--- src/design/frtm_pkg.sv ---
// Shared types and constants of the flow RTT and throughput monitor.
`timescale 1ns / 1ps

package frtm_pkg;

    // Item kinds carried in the mode field.
    localparam logic [1:0] MODE_ACK    = 2'd0;
    localparam logic [1:0] MODE_RATE   = 2'd1;
    localparam logic [1:0] MODE_REPORT = 2'd2;

    localparam logic [15:0] SEG_SIZE_RESET = 16'd1460;
    localparam logic [19:0] US_IN_SECOND   = 20'd1000000;

    typedef struct packed {
        logic [1:0]         mode;
        logic signed [31:0] rtt_us;
        logic signed [31:0] delivered;
        logic signed [31:0] span_us;
        logic [31:0]        lost_packets;
    } t_in_word;

    typedef struct packed {
        logic signed [31:0] min_rtt_out;
        logic [31:0]        avg_rtt_out;
        logic [31:0]        rtt_samples_out;
        logic [39:0]        avg_rate_out;
        logic [31:0]        rate_samples_out;
        logic [31:0]        lost_bytes_out;
    } t_out_word;

    // One partial product request to the shared multiplier.
    typedef struct packed {
        logic        issue;
        logic        clear;
        logic        hi;
        logic [31:0] a;
        logic [31:0] b;
    } t_mul_req;

    // Start request to the shared divider.
    typedef struct packed {
        logic        start;
        logic        long_op;
        logic [63:0] dividend;
        logic [31:0] divisor;
    } t_div_req;

endpackage

--- src/design/frtm_mul.sv ---
// Shared 32x32 multiplier with a registered product and a 64-bit accumulator.
`timescale 1ns / 1ps

module frtm_mul (
    input  logic               i_clk,
    input  logic               i_rst_n,
    input  frtm_pkg::t_mul_req i_req,
    output logic [63:0]        o_acc
);

    logic        r_p_vld;
    logic        r_p_clr;
    logic        r_p_hi;
    logic [63:0] r_prod;
    logic [63:0] r_acc;
    logic [63:0] w_addend;
    logic [63:0] w_base;

    // A high partial product only contributes its low half, moved up by 32 bits.
    assign w_addend = r_p_hi ? {r_prod[31:0], 32'd0} : r_prod;
    assign w_base   = r_p_clr ? 64'd0 : r_acc;

    always_ff @(posedge i_clk) begin
        if (!i_rst_n) begin
            r_p_vld <= 1'b0;
            r_p_clr <= 1'b0;
            r_p_hi  <= 1'b0;
        end else begin
            r_p_vld <= i_req.issue;
            r_p_clr <= i_req.clear;
            r_p_hi  <= i_req.hi;
        end
    end

    always_ff @(posedge i_clk) begin
        if (i_req.issue) begin
            r_prod <= i_req.a * i_req.b;
        end
        if (r_p_vld) begin
            r_acc <= w_base + w_addend;
        end
    end

    assign o_acc = r_acc;

endmodule

--- src/design/frtm_div.sv ---
// Shared restoring divider, one quotient bit per cycle, 32 or 64 quotient bits.
`timescale 1ns / 1ps

module frtm_div (
    input  logic               i_clk,
    input  logic               i_rst_n,
    input  frtm_pkg::t_div_req i_req,
    output logic               o_done,
    output logic [63:0]        o_quot
);

    logic        r_busy;
    logic        r_done;
    logic [5:0]  r_cnt;
    logic [31:0] r_rem;
    logic [63:0] r_q;
    logic [31:0] r_div;
    logic [32:0] w_rem_sh;
    logic [33:0] w_diff;
    logic        w_ge;

    // The remainder stays below the 32-bit divisor, so 33 bits hold the shifted value.
    // A zero divisor always passes the compare and yields an all-ones quotient.
    assign w_rem_sh = {r_rem, r_q[63]};
    assign w_diff   = {1'b0, w_rem_sh} - {2'b00, r_div};
    assign w_ge     = ~w_diff[33];

    always_ff @(posedge i_clk) begin
        if (!i_rst_n) begin
            r_busy <= 1'b0;
            r_done <= 1'b0;
            r_cnt  <= '0;
        end else begin
            r_done <= 1'b0;
            if (i_req.start) begin
                r_busy <= 1'b1;
                r_cnt  <= i_req.long_op ? 6'd63 : 6'd31;
            end else if (r_busy) begin
                r_cnt <= r_cnt - 6'd1;
                if (r_cnt == 6'd0) begin
                    r_busy <= 1'b0;
                    r_done <= 1'b1;
                end
            end
        end
    end

    always_ff @(posedge i_clk) begin
        if (i_req.start) begin
            r_rem <= '0;
            r_div <= i_req.divisor;
            r_q   <= i_req.long_op ? i_req.dividend : {i_req.dividend[31:0], 32'd0};
        end else if (r_busy) begin
            r_rem <= w_ge ? w_diff[31:0] : w_rem_sh[31:0];
            r_q   <= {r_q[62:0], w_ge};
        end
    end

    assign o_done = r_done;
    assign o_quot = r_q;

endmodule

--- src/design/flow_rtt_throughput_monitor_core.sv ---
// Top level of the flow RTT and throughput monitor: sequencer and statistics state.
//
//  channel  | direction | handshake                 | word
//  ---------+-----------+---------------------------+---------------------------
//  in       | input     | i_in_valid / o_in_stall   | i_in_word  (t_in_word)
//  out      | output    | o_out_valid / i_out_stall | o_out_word (t_out_word)
//  cfg      | input     | i_cfg_valid / o_cfg_ready | i_cfg_data (segment size)
//
// An ignored word or an ack with zero RTT leaves the sequencer idle; an ack with positive
// RTT, a rate sample and a report occupy the sequencer, and the input stalls meanwhile.
// Acks and rate samples wait on the shared divider, one quotient bit per cycle.
// The result register frees the sequencer while a report word waits at a stalled output.
// Reset is synchronous: it clears all statistics and sets the segment size to 1460.
`timescale 1ns / 1ps

module flow_rtt_throughput_monitor_core #(
    parameter int RATE_FRACTION_BITS = 24
) (
    input  logic                i_clk,
    input  logic                i_rst_n,
    input  logic                i_in_valid,
    output logic                o_in_stall,
    input  frtm_pkg::t_in_word  i_in_word,
    output logic                o_out_valid,
    input  logic                i_out_stall,
    output frtm_pkg::t_out_word o_out_word,
    input  logic                i_cfg_valid,
    output logic                o_cfg_ready,
    input  logic [15:0]         i_cfg_data
);

    typedef enum logic [4:0] {
        ST_IDLE = 5'b00001,
        ST_BW   = 5'b00010,
        ST_MUL  = 5'b00100,
        ST_AVG  = 5'b01000,
        ST_EMIT = 5'b10000
    } t_state;

    t_state              r_state;
    t_state              n_state;
    logic [2:0]          r_step;
    logic [2:0]          n_step;
    frtm_pkg::t_in_word  r_item;
    logic [15:0]         r_seg;
    logic [31:0]         r_min_rtt;
    logic [31:0]         r_rtt_avg;
    logic [31:0]         r_rtt_cnt;
    logic [63:0]         r_rate_avg;
    logic [31:0]         r_rate_cnt;
    logic [31:0]         r_lost_base;
    logic [63:0]         r_bw;
    logic [35:0]         r_k;
    logic [31:0]         r_lost_bytes;
    logic [39:0]         r_scaled;
    logic                r_out_vld;
    frtm_pkg::t_out_word r_out;

    frtm_pkg::t_mul_req  w_mul_req;
    frtm_pkg::t_div_req  w_div_req;
    logic [63:0]         w_acc;
    logic [63:0]         w_acc_sh;
    logic                w_div_done;
    logic [63:0]         w_quot;
    logic                w_accept;
    logic                w_rtt_ok;
    logic                w_rate_ok;
    logic                w_emit_ok;
    logic [31:0]         w_rtt_in;
    logic [31:0]         w_lost_diff;

    assign w_accept    = i_in_valid && (r_state == ST_IDLE);
    assign w_rtt_in    = i_in_word.rtt_us;
    assign w_rtt_ok    = !i_in_word.rtt_us[31];
    assign w_rate_ok   = !i_in_word.delivered[31] && !i_in_word.span_us[31]
                         && (i_in_word.span_us != 32'sd0);
    assign w_emit_ok   = !r_out_vld || !i_out_stall;
    assign w_lost_diff = r_item.lost_packets - r_lost_base;
    assign w_acc_sh    = w_acc >> RATE_FRACTION_BITS;

    frtm_mul u_mul (
        .i_clk   (i_clk),
        .i_rst_n (i_rst_n),
        .i_req   (w_mul_req),
        .o_acc   (w_acc)
    );

    frtm_div u_div (
        .i_clk   (i_clk),
        .i_rst_n (i_rst_n),
        .i_req   (w_div_req),
        .o_done  (w_div_done),
        .o_quot  (w_quot)
    );

    // Partial products and divider starts by sequencer step. A product issued at a
    // step passes the product register and then the accumulator before a later step reads it.
    always_comb begin
        w_mul_req = '0;
        w_div_req = '0;
        unique case (r_state)
            ST_IDLE: begin
                if (w_accept && (i_in_word.mode == frtm_pkg::MODE_RATE) && w_rate_ok) begin
                    w_div_req.start    = 1'b1;
                    w_div_req.long_op  = 1'b1;
                    w_div_req.dividend = {32'd0, i_in_word.delivered} << RATE_FRACTION_BITS;
                    w_div_req.divisor  = i_in_word.span_us;
                end
            end
            ST_MUL: begin
                if (r_item.mode == frtm_pkg::MODE_ACK) begin
                    if (r_step == 3'd0) begin
                        w_mul_req.issue = 1'b1;
                        w_mul_req.clear = 1'b1;
                        w_mul_req.a     = r_rtt_cnt;
                        w_mul_req.b     = r_rtt_avg;
                    end
                    if (r_step == 3'd2) begin
                        w_div_req.start    = 1'b1;
                        w_div_req.dividend = {32'd0, w_acc[31:0] + r_item.rtt_us};
                        w_div_req.divisor  = r_rtt_cnt + 32'd1;
                    end
                end else if (r_item.mode == frtm_pkg::MODE_RATE) begin
                    if (r_step == 3'd0 || r_step == 3'd1) begin
                        w_mul_req.issue = 1'b1;
                        w_mul_req.clear = (r_step == 3'd0);
                        w_mul_req.hi    = (r_step == 3'd1);
                        w_mul_req.a     = (r_step == 3'd0) ? r_rate_avg[31:0]
                                                           : r_rate_avg[63:32];
                        w_mul_req.b     = r_rate_cnt;
                    end
                    if (r_step == 3'd3) begin
                        w_div_req.start    = 1'b1;
                        w_div_req.long_op  = 1'b1;
                        w_div_req.dividend = w_acc + r_bw;
                        w_div_req.divisor  = r_rate_cnt + 32'd1;
                    end
                end else begin
                    // Report: segment scale, lost bytes, then the 64-bit scaled rate.
                    unique case (r_step)
                        3'd0: begin
                            w_mul_req.issue = 1'b1;
                            w_mul_req.clear = 1'b1;
                            w_mul_req.a     = {16'd0, r_seg};
                            w_mul_req.b     = {12'd0, frtm_pkg::US_IN_SECOND};
                        end
                        3'd1: begin
                            w_mul_req.issue = 1'b1;
                            w_mul_req.clear = 1'b1;
                            w_mul_req.a     = w_lost_diff;
                            w_mul_req.b     = {16'd0, r_seg};
                        end
                        3'd3: begin
                            w_mul_req.issue = 1'b1;
                            w_mul_req.clear = 1'b1;
                            w_mul_req.a     = r_rate_avg[31:0];
                            w_mul_req.b     = r_k[31:0];
                        end
                        3'd4: begin
                            w_mul_req.issue = 1'b1;
                            w_mul_req.hi    = 1'b1;
                            w_mul_req.a     = r_rate_avg[63:32];
                            w_mul_req.b     = r_k[31:0];
                        end
                        3'd5: begin
                            w_mul_req.issue = 1'b1;
                            w_mul_req.hi    = 1'b1;
                            w_mul_req.a     = r_rate_avg[31:0];
                            w_mul_req.b     = {28'd0, r_k[35:32]};
                        end
                        default: begin
                        end
                    endcase
                end
            end
            ST_BW, ST_AVG, ST_EMIT: begin
            end
            default: begin
            end
        endcase
    end

    always_comb begin
        n_state = r_state;
        n_step  = r_step;
        unique case (r_state)
            ST_IDLE: begin
                n_step = 3'd0;
                if (w_accept) begin
                    priority if (i_in_word.mode == frtm_pkg::MODE_ACK) begin
                        if (w_rtt_ok && (w_rtt_in != 32'd0)) begin
                            n_state = ST_MUL;
                        end
                    end else if (i_in_word.mode == frtm_pkg::MODE_RATE) begin
                        if (w_rate_ok) begin
                            n_state = ST_BW;
                        end
                    end else if (i_in_word.mode == frtm_pkg::MODE_REPORT) begin
                        n_state = ST_MUL;
                    end else begin
                        n_state = ST_IDLE;
                    end
                end
            end
            ST_BW: begin
                if (w_div_done) begin
                    n_state = ST_MUL;
                end
            end
            ST_MUL: begin
                n_step = r_step + 3'd1;
                priority if ((r_item.mode == frtm_pkg::MODE_ACK) && (r_step == 3'd2)) begin
                    n_state = ST_AVG;
                end else if ((r_item.mode == frtm_pkg::MODE_RATE) && (r_step == 3'd3)) begin
                    n_state = ST_AVG;
                end else if (r_step == 3'd7) begin
                    n_state = ST_EMIT;
                end else begin
                    n_state = ST_MUL;
                end
            end
            ST_AVG: begin
                if (w_div_done) begin
                    n_state = ST_IDLE;
                end
            end
            ST_EMIT: begin
                if (w_emit_ok) begin
                    n_state = ST_IDLE;
                end
            end
            default: begin
                n_state = ST_IDLE;
            end
        endcase
    end

    always_ff @(posedge i_clk) begin
        if (!i_rst_n) begin
            r_state     <= ST_IDLE;
            r_step      <= 3'd0;
            r_seg       <= frtm_pkg::SEG_SIZE_RESET;
            r_min_rtt   <= '0;
            r_rtt_avg   <= '0;
            r_rtt_cnt   <= '0;
            r_rate_avg  <= '0;
            r_rate_cnt  <= '0;
            r_lost_base <= '0;
            r_out_vld   <= 1'b0;
        end else begin
            r_state <= n_state;
            r_step  <= n_step;
            if (i_cfg_valid) begin
                r_seg <= i_cfg_data;
            end
            if ((r_state == ST_EMIT) && w_emit_ok) begin
                r_out_vld <= 1'b1;
            end else if (r_out_vld && !i_out_stall) begin
                r_out_vld <= 1'b0;
            end
            unique case (r_state)
                ST_IDLE: begin
                    if (w_accept && (i_in_word.mode == frtm_pkg::MODE_ACK) && w_rtt_ok) begin
                        if ((r_min_rtt == 32'd0) || (r_min_rtt > w_rtt_in)) begin
                            r_min_rtt <= w_rtt_in;
                        end
                    end
                end
                ST_AVG: begin
                    if (w_div_done) begin
                        if (r_item.mode == frtm_pkg::MODE_ACK) begin
                            r_rtt_avg <= w_quot[31:0];
                            r_rtt_cnt <= r_rtt_cnt + 32'd1;
                        end else begin
                            r_rate_avg <= w_quot;
                            r_rate_cnt <= r_rate_cnt + 32'd1;
                        end
                    end
                end
                ST_EMIT: begin
                    if (w_emit_ok) begin
                        r_rtt_avg   <= '0;
                        r_rtt_cnt   <= '0;
                        r_rate_avg  <= '0;
                        r_rate_cnt  <= '0;
                        r_lost_base <= r_item.lost_packets;
                    end
                end
                ST_BW, ST_MUL: begin
                end
                default: begin
                end
            endcase
        end
    end

    always_ff @(posedge i_clk) begin
        if (w_accept) begin
            r_item <= i_in_word;
        end
        if ((r_state == ST_BW) && w_div_done) begin
            r_bw <= w_quot;
        end
        if ((r_state == ST_MUL) && (r_item.mode == frtm_pkg::MODE_REPORT)) begin
            if (r_step == 3'd2) begin
                r_k <= w_acc[35:0];
            end
            if (r_step == 3'd3) begin
                r_lost_bytes <= w_acc[31:0];
            end
            if (r_step == 3'd7) begin
                r_scaled <= w_acc_sh[39:0];
            end
        end
        if ((r_state == ST_EMIT) && w_emit_ok) begin
            r_out.min_rtt_out      <= r_min_rtt;
            r_out.avg_rtt_out      <= r_rtt_avg;
            r_out.rtt_samples_out  <= r_rtt_cnt;
            r_out.avg_rate_out     <= r_scaled;
            r_out.rate_samples_out <= r_rate_cnt;
            r_out.lost_bytes_out   <= r_lost_bytes;
        end
    end

    assign o_in_stall  = (r_state != ST_IDLE);
    assign o_out_valid = r_out_vld;
    assign o_out_word  = r_out;
    assign o_cfg_ready = 1'b1;

endmodule

--- config.mk ---
export PLATFORM = sky130hd
export DESIGN_NAME = flow_rtt_throughput_monitor_core
export DESIGN_NICKNAME = d
export VERILOG_FILES = /design/src/design/frtm_pkg.sv /design/src/design/frtm_mul.sv /design/src/design/frtm_div.sv /design/src/design/flow_rtt_throughput_monitor_core.sv
export SDC_FILE = /design/constraint.sdc
export NUM_CORES = 2
export LEC_CHECK = 0
export BUFFER_PORTS_ARGS = -buffer_cell sky130_fd_sc_hd__buf_2
export CAP_MARGIN = 20
export CORE_AREA = 4 4 397 399
export CTS_BUF_LIST = sky130_fd_sc_hd__clkbuf_4 sky130_fd_sc_hd__clkbuf_8
export CTS_CLUSTER_DIAMETER = 50
export DETAILED_ROUTE_END_ITERATION = 10
export DIE_AREA = 0 0 401 403
export PLACE_DENSITY_LB_ADDON = 0.08
export SYNTH_ARGS = -nofsm -noshare
export SYNTH_HDL_FRONTEND = slang
export SYNTH_SLANG_ARGS = --single-unit
--- constraint.sdc ---
create_clock -name i_clk -period 16.1 [get_ports i_clk]
set_input_delay 3.22 -clock i_clk [delete_from_list [all_inputs] [get_ports i_clk]]
set_output_delay 3.22 -clock i_clk [all_outputs]
set_load 0.1 [all_outputs]
# Word level (Yosys, flattened, before mapping)
# Cells that the tools add are included.
# totals
regBits,954
output_inout_bits,203
word_cells,185
# op_classes
add_sub_neg,9
mul,1
order_cmp,1
n_eq_ne,24
n_mux,65
bitwise_logic,4
reduce_logical,47
# op_table
operator,count
$mux 64,11
$pmux 64 s5,1
$mux 98,3
$mux 32,9
$mux 67,3
$pmux 98 s2,1
$pmux 32 s2,3
$add 64x64->64,2
$pmux 64 s2,1
$mux 96,1
$add 32x1->32 const B,2
$mul 32x32->64,1
$reduce_bool 32->1,2
$mux 5,11
$sub 33x32->34,1
$add 32x32->32,1
$gt 32x32->1,1
$logic_not 32->1,1
$sub 32x32->32,1
$pmux 5 s5,1
$mux 6,3
$logic_and 1x1->1,14
$mux 1,13
$reduce_and 2->1,5
other kinds (33),59

# Longest topological paths before layout
# logic_depth
depth_word,8
ltp_mapped,41
ltp_nobuf,40

# Hierarchy
# From an unflattened synthesis, not the netlist that was laid out.
# hier_totals
hier_cells,8811
hier_area_um2,84496.0
# by_module_without_submodules
mod,n_inst,cells_per_inst,area_each_um2,seq_area_each_um2
frtm_mul,1,4523,41882.7,3903.7
flow_rtt_throughput_monitor_core,1,3511,34966.0,18137.4
frtm_div,1,777,7647.3,3683.5

# Worst setup path before layout
# OpenSTA, ideal clock, no wires.
# synth_timing
path_kind,input-to-reg
from,in i_out_stall
to,"reg r_out (netlist bit o_out_word[0]), enable pin"
arrival_ps,9169
path_slack_ps,6289
cell_stages,4
path_cell_list,nand2_1 > nand2_1 > clkinv_1 > buf_1
# synth_via
elab_chain_cells,3
# synth_lines
element,line_no,text
start: declaration,flow_rtt_throughput_monitor_core.sv:25,"input logic i_out_stall,"
$logic_not 1->1,flow_rtt_throughput_monitor_core.sv:77,assign w_emit_ok = !r_out_vld || !i_out_stall;
$logic_or 1x1->1,flow_rtt_throughput_monitor_core.sv:77,
$logic_and 1x1->1,flow_rtt_throughput_monitor_core.sv:315,if ((r_state == ST_EMIT) && w_emit_ok) begin
end: declaration,flow_rtt_throughput_monitor_core.sv:57,frtm_pkg::t_out_word r_out;
# No other way between the ends.
# A chain may end at the register's enable or synchronous reset.

# Worst setup path after layout
# layout_timing
from,reg r_step[0]
to,"reg u_mul.r_prod[57], data pin"
# layout_via
elab_chain_cells,7
elab_cells_between_ends,14
# layout_lines
element,line_no,text
start: declaration,flow_rtt_throughput_monitor_core.sv:42,logic [2:0] r_step;
start signal: assignment,flow_rtt_throughput_monitor_core.sv:252,r_step <= n_step;
branches (longest 4 deep; another with $mux 67),--,
$mux 64 (*),flow_rtt_throughput_monitor_core.sv:111,if (r_item.mode == frtm_pkg::MODE_ACK) begin
$mux 67 (*),flow_rtt_throughput_monitor_core.sv:101,unique case (r_state)
$mul 32x32->64 (*),frtm_mul.sv:37,r_prod <= i_req.a * i_req.b;
end signal: assignment,frtm_mul.sv:37,
end: declaration,frtm_mul.sv:14,logic [63:0] r_prod;
# Mark *: on every way between the ends.

==> summary.txt <==
Global routing
  – First-pass GRT wire length: between 400000 and 500000 um
  – GRT Total Usage: 0.3890
  – GR Overflow Total: 0
  – Vias in the first global route: 69830
  – Met3 Usage GRT: 0.09040
  – GRT Max-Usage Layer: met2
  – Pin count of the biggest net entering global routing: 105
  – M1 GR Usage: 0.5013
  – Met2 Use GR: 0.5852
  – Initial antenna violation count: 22

Synth
  – Syn Area/Cell: 9.403 um2
  – Top post-synthesis cells by count: nand2_1, inv_1, fa_1
  – Number of flops mapped to enable cells by yosys: 662
  – Area contributors post-synth: edfxtp_1, fa_1, ha_1
  – Cells after Synth: 8981
  – FF+latch count, synth: 954
  – Synth Warn #: 0
  – Unique masters post-synth: between 90 and 100
  – Seq/Total Area, Yosys: 0.3046
  – Most frequent cell after synthesis: nand2_1
  – Area leader, netlist: edfxtp_1
  – Post-synth top area share: 0.2354
  – Async SR Flop Fraction: 0
  – Top_reg_cell synth: edfxtp_1
  – Syn nets: 10560
  – Mapped cell area: about 0.084 mm2

Clock tree
  – Worst skew pair latency: between 900 and 1000 ps
  – CTS clk-pin slew, worst paths: 60 ps
  – Root buf cell: clkbuf_8
  – Post-CTS Setup Bufs: 0
  – # H-tree levels: 4
  – TritonCTS Buffers: 170
  – CTS tree: built
  – Deepest clock path buffer count: 3
  – Post-CTS Resized: 0
  – CTS Sinks: 954
  – Post-CTS Hold Buffers: 0

Power
  – Leak: 39.44 nW
  – Pwr/cell area: between 60 and 70 mW/mm2
  – Worst vdd ir: 0.07788 mV

Detailed routing
  – WL final: 319400 um
  – Wire per inst: 28.09 um
  – Iteration-0 DRC count of the detailed router: 8369
  – Vias: just over 70000
  – Vias per cell: 6.207
  – DR pass1 iterations: 8
  – DRC: 0
  – Final ANT Viol Nets: 0

Timing
  – Final setup fails: 0
  – Hold Violations, Final: 0
  – Min Tclk post-route: 11900 ps
  – FMAX: 0.08402 GHz
  – Final period util: 0.7393
  – Slew @ Worst Pin: between 1000 and 1500 ps
  – RSZ-0062 raised after global routing: no
  – Slew headroom: 0.2060
  – Setup_tns: 0 ps
  – Worst Clk Skew: 68.77 ps
  – Count of pins over their slew limit: 0

Finish
  – Share of cells above drive strength 1: 0.1020
  – Final #Nets: 10750
  – Synthesis-to-layout area growth: 9.309%
  – Layout fillers: 13600
  – Area of the multi-input gates: 0.05285 mm2
  – Final Util: 0.5999
  – Layout Cells excl Fill: roughly 11000
  – Register Area: 0.02573 mm2
  – Post-route cell area: between 0.09 and 0.1 mm2

Die
  – Initial Utilization: 0.5488
  – Core box area: between 0.15 and 0.2 mm2
  – Die Height: between 400 and 500 um
  – Site Rows: 144
  – I/O Pins: 354
  – Die area: between 0.15 and 0.2 mm2
  – Die width: approximately 400 um

Critical path
  – Critical Path Fanout Max: 28
  – Crit path DAT: roughly 13000 ps
  – CP startpoint kind: flip-flop
  – Slowest stage cell, crit path: nor2_1
  – CP endpoint kind: flip-flop
  – Worst path max stage delay: 820 ps
  – Worst Path Required: about 17000 ps
  – Crit Path Category: reg2reg

Min path
  – Hold Crit Class: reg2reg

Placement
  – PortBufs: 352
  – Placed cells: approximately 11000
  – Post-DP HPWL: 243500 um
  – GPL Wtd Cong: 0.9868
  – Placed cell area: 0.08843 mm2

Run
  – Max-Cap Viols: 0

Run status
  – Outcome: finished, final reports clean
[worst max-delay path: cells and delay by family, from the launching register on]
family                     cells  cell delay [ps]
adders and majority gates     10             4880
and+or+nand+nor                6             2430
AOI/OAI and AO/OA              8             2330
buffers and inverters         11             1440
DFF                            1              380
muxes                          1              180
[kinds of logic (layout without fill, tap and decap cells)]
group,after synthesis,count (layout),synth area share
AO/OA/AOI/OAI,1729,1729,0.1343
XOR/XNOR,313,313,0.03246
adder cells (fa/ha/maj),1426,1426,0.2914
buffers and inverters,1631,1971,0.07313
flip-flops,954,954,0.3046
multiplexers,102,102,0.01268
other,1,9,0.00004441
AND/OR/NAND/NOR,2825,2825,0.1514
[layer usage]
metal	wire [um]	share of wire
met4	26870	0.084
met2	138700	0.43
met3	33430	0.10
met5	23	0.000072
met1	120400	0.38
[stage by stage]
step	setup WS [ps]	total power, mW	hold slack, ps
after floorplan	6289	3.292	400.3
after global placement	4674	3.551	401.1
after detailed placement	4442	3.561	404.5
after CTS	4482	6.089	403.1
after global routing	3877	6.289	417.8
final	4198	6.081	405.2
[area by class of cell]
type | instances | area share
clock inverters | 81 | 0.009583
well taps | 2044 | 0.02771
diodes | 8 | 0.0002169
repair buffers | 525 | 0.03355
flip-flops and latches | 954 | 0.2787
inverters | 1129 | 0.04599
clock buffers | 236 | 0.03166
multi-input cells | 6396 | 0.5726
[flip-flops by register name (all words and copies together), names as in the netlist, 5 cells and up]
signal        cells
u_div.r_rem      32
r_rtt_avg        32
r_state           5
r_rate_cnt       32
u_mul.o_acc      64
r_rtt_cnt        32
r_rate_avg       64
r_min_rtt        32
r_item           66
r_lost_base      32
r_seg            16
u_div.r_div      32
r_lost_bytes     32
u_div.r_cnt       6
r_bw             64
u_mul.r_prod     64
r_scaled         40
o_out_word      200
r_k              36
u_div.o_quot     64
[final timing paths]
path | startpoint | end | slack, ps | depth (start not counted)
min | r_scaled[9] | o_out_word[73] | 410 | 0
min reg2reg | r_scaled[9] | o_out_word[73] | 410 | 0
max | r_step[0] | u_mul.r_prod[57] | 4200 | 36
max reg2reg | r_step[0] | u_mul.r_prod[57] | 4200 | 36
[cells in the final DEF (no fill, tap or decap), types with 52 or more instances in the layout]
cell type / count
buf_4: 171
nor2_1: 675
buf_2: 351
xnor2_1: 180
nand2_1: 1134
a22oi_1: 76
fa_1: 901
o21bai_1: 58
nand3_1: 251
inv_1: 1125
nand4_1: 81
mux2i_1: 62
clkbuf_8: 185
dfxtp_1: 288
edfxtp_1: 662
o21ai_0: 359
a31oi_1: 62
a21oi_1: 415
and2_1: 102
nor2b_1: 198
a21o_1: 177
a21boi_0: 158
o21a_1: 53
and3_1: 86
xor2_1: 133
clkbuf_4: 52
ha_1: 525
nor3_1: 94
[power by group]
part           total [mW]  internal, mW  switching (mW)
registers            2.74          2.68          0.0634
clock network        2.55          1.43            1.11
logic               0.795         0.281           0.514
total                6.08          4.39            1.69
No activity file was read; power rests on OpenSTA's default activity.
